`config.mk`:
```
export PLATFORM = sky130hd
export DESIGN_NAME = lcg_keyed_word_decryptor_unit
export DESIGN_NICKNAME = d
export VERILOG_FILES = /design/src/hdl/lkwd_pkg.sv /design/src/hdl/lkwd_front.sv /design/src/hdl/lkwd_queue.sv /design/src/hdl/lkwd_back.sv /design/src/hdl/lcg_keyed_word_decryptor_unit.sv
export SDC_FILE = /design/constraint.sdc
export NUM_CORES = 1
export LEC_CHECK = 0
export BUFFER_PORTS_ARGS = -buffer_cell sky130_fd_sc_hd__buf_2
export CORE_MARGIN = 4
export CORE_UTILIZATION = 55
export DETAILED_ROUTE_END_ITERATION = 12
export PLACE_DENSITY = 0.81
export SLEW_MARGIN = 20
export SYNTH_ARGS = -nofsm -noshare
export SYNTH_HDL_FRONTEND = slang
export SYNTH_SLANG_ARGS = --single-unit
```
`constraint.sdc`:
```
create_clock -name clk -period 26.4 [get_ports clk]
set_clock_uncertainty 0.2 [all_clocks]
set_input_delay 3.96 -clock clk [delete_from_list [all_inputs] [get_ports clk]]
set_output_delay 3.96 -clock clk [all_outputs]
set_load 0.1 [all_outputs]
```
`src/hdl/lkwd_pkg.sv`:
```
// Types and constants for the LCG keyed word decryptor.
// No dependencies; used by every module of the block.
`default_nettype none
package lkwd_pkg;

  localparam int unsigned WORD_W = 32;

  localparam logic [WORD_W-1:0] OFFSET_BIAS  = 32'h0753_4682;
  localparam logic [WORD_W-1:0] KEY_BIAS     = 32'h0378_6425;
  localparam logic [WORD_W-1:0] LCG_MUL      = 32'h41C6_4E6D;
  localparam logic [WORD_W-1:0] LCG_ADD      = 32'h0000_9B06;
  localparam logic [WORD_W-1:0] HEADER_BYTES = 32'd16;

  localparam int unsigned INDEX_W = 30;
  localparam int unsigned REG_IDX_W = 2;

  typedef enum logic [REG_IDX_W-1:0] {
    REG_SIZE   = 2'd0,
    REG_OFFSET = 2'd1,
    REG_SEED   = 2'd2
  } reg_idx_t;

  // one queued item: an optional word result, then an optional zero terminator
  typedef struct packed {
    logic [WORD_W-1:0] word;
    logic              word_valid;
    logic              word_last;
    logic              term;
  } entry_t;

endpackage
`default_nettype wire

```
`src/hdl/lkwd_front.sv`:
```
// Front end: config registers, stream key state and per-item classification.
// Depends on lkwd_pkg.
`default_nettype none
module lkwd_front (
  input  wire logic                           clk,
  input  wire logic                           rst,
  input  wire logic                           wr_en,
  input  wire logic [lkwd_pkg::REG_IDX_W-1:0] wr_index,
  input  wire logic [lkwd_pkg::WORD_W-1:0]    wr_data,
  input  wire logic                           accept,
  input  wire logic [lkwd_pkg::WORD_W-1:0]    data_word,
  input  wire logic                           is_last,
  output logic                                enq,
  output lkwd_pkg::entry_t                    entry
);

  logic [lkwd_pkg::WORD_W-1:0]  size_field;
  logic [lkwd_pkg::WORD_W-1:0]  offset_field;
  logic [lkwd_pkg::WORD_W-1:0]  seed_word;
  logic [lkwd_pkg::WORD_W-1:0]  running_key;
  logic [lkwd_pkg::INDEX_W-1:0] word_index;
  logic                         first_pending;

  logic [lkwd_pkg::WORD_W-1:0] key_off;
  logic [lkwd_pkg::WORD_W-1:0] key_pos;
  logic [lkwd_pkg::WORD_W-1:0] cur_key;
  logic [lkwd_pkg::WORD_W-1:0] step_key;
  logic [lkwd_pkg::WORD_W-1:0] value;
  logic                        bypass;
  logic                        at_key;

  always_ff @(posedge clk) begin
    if (rst) begin
      size_field   <= '0;
      offset_field <= '0;
      seed_word    <= '0;
    end else if (wr_en) begin
      case (wr_index)
        lkwd_pkg::REG_SIZE:   size_field   <= wr_data;
        lkwd_pkg::REG_OFFSET: offset_field <= wr_data;
        lkwd_pkg::REG_SEED:   seed_word    <= wr_data;
        default: ;
      endcase
    end
  end

  always_comb begin
    key_off  = offset_field - lkwd_pkg::OFFSET_BIAS;
    bypass   = (key_off == '0);
    key_pos  = key_off - lkwd_pkg::HEADER_BYTES;
    cur_key  = first_pending ? (seed_word + key_off + lkwd_pkg::KEY_BIAS) : running_key;
    step_key = cur_key * lkwd_pkg::LCG_MUL + lkwd_pkg::LCG_ADD;
    at_key   = (key_pos[1:0] == 2'b00) && (key_pos[lkwd_pkg::WORD_W-1:2] == word_index);
    value    = at_key ? data_word : (data_word - size_field - cur_key);

    if (bypass) begin
      entry.word       = data_word;
      entry.word_valid = 1'b1;
      entry.word_last  = is_last;
      entry.term       = 1'b0;
    end else begin
      entry.word       = value;
      entry.word_valid = !first_pending;
      entry.word_last  = 1'b0;
      entry.term       = is_last;
    end
    enq = accept && (entry.word_valid || entry.term);
  end

  always_ff @(posedge clk) begin
    if (rst) begin
      running_key   <= '0;
      word_index    <= '0;
      first_pending <= 1'b1;
    end else if (accept && !bypass) begin
      if (is_last) begin
        running_key   <= '0;
        word_index    <= '0;
        first_pending <= 1'b1;
      end else begin
        running_key   <= step_key;
        word_index    <= word_index + 1'b1;
        first_pending <= 1'b0;
      end
    end
  end

endmodule
`default_nettype wire

```
`src/hdl/lkwd_queue.sv`:
```
// Short item queue between the front end and the result stage.
// Depends on lkwd_pkg.
`default_nettype none
module lkwd_queue #(
  parameter int unsigned DEPTH = 4
) (
  input  wire logic              clk,
  input  wire logic              rst,
  input  wire logic              enq,
  input  wire lkwd_pkg::entry_t  enq_entry,
  input  wire logic              deq,
  output logic                   full,
  output logic                   q_valid,
  output lkwd_pkg::entry_t       head
);

  localparam int unsigned PTR_W = (DEPTH > 1) ? $clog2(DEPTH) : 1;
  localparam int unsigned CNT_W = $clog2(DEPTH + 1);
  localparam logic [PTR_W-1:0] LAST_PTR = PTR_W'(DEPTH - 1);
  localparam logic [CNT_W-1:0] FULL_CNT = CNT_W'(DEPTH);

  lkwd_pkg::entry_t mem [DEPTH];
  logic [PTR_W-1:0] wr_ptr;
  logic [PTR_W-1:0] rd_ptr;
  logic [CNT_W-1:0] count;

  assign full    = (count == FULL_CNT);
  assign q_valid = (count != '0);
  assign head    = mem[rd_ptr];

  always_ff @(posedge clk) begin
    if (enq) begin
      mem[wr_ptr] <= enq_entry;
    end
  end

  always_ff @(posedge clk) begin
    if (rst) begin
      wr_ptr <= '0;
      rd_ptr <= '0;
      count  <= '0;
    end else begin
      if (enq) begin
        wr_ptr <= (wr_ptr == LAST_PTR) ? '0 : wr_ptr + 1'b1;
      end
      if (deq) begin
        rd_ptr <= (rd_ptr == LAST_PTR) ? '0 : rd_ptr + 1'b1;
      end
      if (enq && !deq) begin
        count <= count + 1'b1;
      end else if (deq && !enq) begin
        count <= count - 1'b1;
      end
    end
  end

endmodule
`default_nettype wire

```
`src/hdl/lkwd_back.sv`:
```
// Result stage: expands queued items into one or two results, output register.
// Depends on lkwd_pkg.
`default_nettype none
module lkwd_back (
  input  wire logic                        clk,
  input  wire logic                        rst,
  input  wire logic                        q_valid,
  input  wire lkwd_pkg::entry_t            head,
  input  wire logic                        pop,
  output logic                             deq,
  output logic                             empty,
  output logic [lkwd_pkg::WORD_W-1:0]      out_word,
  output logic                             out_last
);

  logic out_valid;
  logic phase;      // word part of the head item already sent
  logic load;
  logic send_word;

  assign empty     = !out_valid;
  assign load      = q_valid && (!out_valid || pop);
  assign send_word = head.word_valid && !phase;
  assign deq       = load && (!send_word || !head.term);

  always_ff @(posedge clk) begin
    if (rst) begin
      out_valid <= 1'b0;
      phase     <= 1'b0;
    end else begin
      if (load) begin
        out_valid <= 1'b1;
        phase     <= send_word && head.term;
      end else if (pop) begin
        out_valid <= 1'b0;
      end
    end
  end

  always_ff @(posedge clk) begin
    if (load) begin
      if (send_word) begin
        out_word <= head.word;
        out_last <= head.word_last;
      end else begin
        out_word <= '0;
        out_last <= 1'b1;
      end
    end
  end

endmodule
`default_nettype wire

```
`src/hdl/lcg_keyed_word_decryptor_unit.sv`:
```
// LCG keyed word decryptor, top level.
// Depends on lkwd_pkg, lkwd_front, lkwd_queue, lkwd_back.
//
// Usage:
//   Input queue port: present data_word/is_last with push; the item is taken
//   at a clock edge with push high and full low. Result queue port: while
//   empty is low, out_word/out_last hold the oldest result; pop takes it.
//   Config: wr_en/wr_index/wr_data write size_field (0), offset_field (1),
//   seed_word (2); other indexes are ignored. Write only while
//   the block holds no pending items.
//   Each item gives zero, one or two results. The front end computes the
//   key step and decrypted word in the cycle of acceptance; the first result
//   of an item reaches the result ports through the queue and the output register.
//   Throughput: one item per cycle while full is low; an item that also closes
//   a keyed stream needs two pops, the result register being the limit.
//   The queue holds QUEUE_DEPTH items; when the receiver stalls it fills and
//   full rises, holding off the sender without losing anything.
//   Reset (rst, synchronous) clears the registers, the stream state and the
//   queue; empty is high and full low after it.
`default_nettype none
module lcg_keyed_word_decryptor_unit #(
  parameter int unsigned QUEUE_DEPTH = 4
) (
  input  wire logic                           clk,
  input  wire logic                           rst,
  input  wire logic                           wr_en,
  input  wire logic [lkwd_pkg::REG_IDX_W-1:0] wr_index,
  input  wire logic [lkwd_pkg::WORD_W-1:0]    wr_data,
  input  wire logic                           push,
  output logic                                full,
  input  wire logic [lkwd_pkg::WORD_W-1:0]    data_word,
  input  wire logic                           is_last,
  output logic                                empty,
  input  wire logic                           pop,
  output logic [lkwd_pkg::WORD_W-1:0]         out_word,
  output logic                                out_last
);

  logic             accept;
  logic             enq;
  logic             deq;
  logic             q_valid;
  lkwd_pkg::entry_t entry;
  lkwd_pkg::entry_t head;

  assign accept = push && !full;

  lkwd_front u_front (
    .clk       (clk),
    .rst       (rst),
    .wr_en     (wr_en),
    .wr_index  (wr_index),
    .wr_data   (wr_data),
    .accept    (accept),
    .data_word (data_word),
    .is_last   (is_last),
    .enq       (enq),
    .entry     (entry)
  );

  lkwd_queue #(
    .DEPTH (QUEUE_DEPTH)
  ) u_queue (
    .clk       (clk),
    .rst       (rst),
    .enq       (enq),
    .enq_entry (entry),
    .deq       (deq),
    .full      (full),
    .q_valid   (q_valid),
    .head      (head)
  );

  lkwd_back u_back (
    .clk      (clk),
    .rst      (rst),
    .q_valid  (q_valid),
    .head     (head),
    .pop      (pop),
    .deq      (deq),
    .empty    (empty),
    .out_word (out_word),
    .out_last (out_last)
  );

endmodule
`default_nettype wire

```
==> reports/qor.txt <==
Status: finished clean
Yosys cell types: 84
Row cnt: 83
Final core utilization: 0.605
1st-iter DRT viols: 1790
Post-Syn Nets: 3512
Total GRT Usage: 0.266
Drt pass-1 iters: 5
Most common cell after layout, fill and taps aside: inv_1
Nets: 3591
Die height: 236 um
Syn-to-layout area delta: 8.96%
WP data required: 26.67 ns
Final hold violation count: 0
Yosys top cell area share: 0.182
Die Wd: 236 um
CP peak stage delay: 0.58 ns
Final Cycle Share: 0.428
Hold crit path type: reg -> reg
# IOs: 107
Post-synth ARST share: 0
Global route overflow: 0
Root Driver: clkbuf_16
Mux contribution to synthesized area: 0.0452
Port bufs: 106
# DRC: 0
Worst Tran Pin Value: 0.977 ns
RR Startpoint: u_front.offset_field[1]
XOR/XNOR share of the synthesized area: 0.0684
Via/cell ratio: 5.77
H-tree depth: 2
Core area: 51300 um2
Max Cap Viol: 0
Hold Buf Count CTS: 0
RSZ-0062 raised after global routing: false
Worst hold path startpoint: u_front.size_field[15]
Largest family of logic cells by synthesized area: adder cells
Tmin final: 11.30 ns
Vias in the first global route: 21200
Yosys top cell by area: edfxtp_1
Gpl congestion: 0.987
Rel. slew slack: 0.349
Yosys warns: 0
Initial Util: 0.555
Post-DRT Antenna Nets: 0
Crit-path max FO: 5
Final max-slew violation count: 0
Post-synthesis instance total: 2924
Sequential fraction of the synthesis area: 0.302
Fraction of the mapped netlist area in simple logic gates: 0.122
Most frequent cells in the layout: inv_1 (479), ha_1 (303), nand2_1 (275)
Setup violators final: 0
First-pass GRT wire length: 116 mm
Mean Syn Cell Area: 9.74 um2
Number of synthesized flops with an enable pin: 173
Clk buf depth: 3
CTS tree: built
Startpoint Class: flop
FILL cells: 4140
HPWL after detailed placement: 57.7 mm
Initial antenna violation count: 3
Routed len/inst: 20.1 um
Num CTS Buffers: 35
Crit path kind: reg -> reg
Routed WL: 74.5 mm
Crit path from: u_front.offset_field[1]
Die area: 55500 um2
Pin count of the biggest net entering global routing: 83
Post-synthesis register bit count: 343
CTS sink cnt: 343
Max Fclk: 88.5 MHz
Postcts setup bufs: 0
Post-Syn Area: 28500 um2
Vias post-DR: 21400
Area of the multi-input gates: 17800 um2
Compound-cell area share of the yosys netlist: 0.104
Crit. End Element: flop
Clock Latency Late Sink: 0.57 ns
Post-Route Setup TNS: 0 ns
Share of cells above drive strength 1: 0.0960
Sequential cell area: 8600 um2
Post_cts resized: 0
CP arrival: 11.57 ns
Slowest CP cell: mux2i_1
Top cell by count, worst path: inv_1
Synth area leaders: edfxtp_1 (18%), fa_1 (15%), ha_1 (13%)
Main flop type after synthesis: edfxtp_1
Clock Pin Slew Worst Setup and Hold Paths: 0.06 ns
Adder-cell area share of the yosys netlist: 0.283
-- area by class of cell --
cell class	instances	area share
well taps	680	0.0274
repair buffers	131	0.0232
clock inverters	19	0.0101
inverters	479	0.0579
flip-flops and latches	343	0.277
clock buffers	45	0.0320
diodes	3	0.000242
multi-input cells	2013	0.572
-- final timing paths --
| kind | cells after the start | slack, ns | endpoint |
|---|---|---|---|
| setup / recovery | 43 | 15.10 | u_front.running_key[29] |
| hold / removal | 2 | 0.26 | u_front.size_field[15] |
| setup reg to reg | 43 | 15.10 | u_front.running_key[29] |
| hold reg to reg | 2 | 0.26 | u_front.size_field[15] |
-- cell families (layout without fill, tap and decap cells) --
group / count (synthesis) / in the layout
xor gates and xnor gates: 217 / 217
other: 0 / 3
DFF: 343 / 343
AOI/OAI and AO/OA: 479 / 479
and+or+nand+nor: 721 / 721
buffers and inverters: 568 / 674
adders and majority gates: 517 / 517
muxes: 79 / 79
-- critical path: cells and delay by family, from the launching register on --
family / cells / cell delay, ns
buffers and inverters: 8 / 0.59
adder cells (fa/ha/maj): 12 / 4.81
flip-flops: 1 / 0.34
AO/OA/AOI/OAI: 10 / 2.39
multiplexers: 1 / 0.58
XOR/XNOR: 2 / 0.23
AND/OR/NAND/NOR: 10 / 2.09
-- flip-flops by register name (all words and copies together) (netlist names), named ones only --
register and flops:
u_back.out_last 1, u_front.word_index 30, u_back.out_word 32, u_queue.rd_ptr 2, u_front.running_key 32, u_back.phase 1, u_front.seed_word 32, u_front.first_pending 1
u_back.out_valid 1, u_front.offset_field 32, u_queue.count 3, u_queue.wr_ptr 2, u_queue.mem 140, u_front.size_field 32
-- metal layers --
metal	track usage	vias up	routed length, um
li1	-	9963	-
met2	0.444	864	35600
met3	0.0533	151	6270
met5	0	-	0
met4	0.0909	0	2650
met1	0.347	10400	30000
-- per-stage QoR --
stage	area (um2)	std cells	hold slack, ns	worst slack [ns]
after detailed placement	29700	3646	0.250	15.24
after floorplan	28500	2924	0.232	16.38
final	31000	3713	0.256	15.10
after global routing	31000	3710	0.283	14.28
after global placement	29700	3646	0.244	15.35
after CTS	31000	3710	0.258	15.19
-- Yosys cell counts, types with 10 or more instances --
master and n:
o21a_1 15, and2_1 10, or2_2 20, dfxtp_1 170, nand3_1 40, nand2b_1 19
nor3_1 50, mux2i_1 21, nor3b_1 11, nor2_1 142, mux2_2 15, xor2_1 76
a211oi_1 11, nand4_1 18, xnor2_1 137, a31oi_1 12, a21o_1 35, mux4_2 35
nor4_1 15, and3_1 13, fa_1 213, ha_1 303, nor2b_1 58, nand2_1 275
o21ai_0 72, o31ai_1 11, clkbuf_1 74, or3_1 17, a21oi_1 221, edfxtp_1 173
inv_1 479, o21bai_1 20
Power is left out: the tool's default activity adds up to more than one toggle a clock period on the data nets, which glitch-free logic cannot reach.
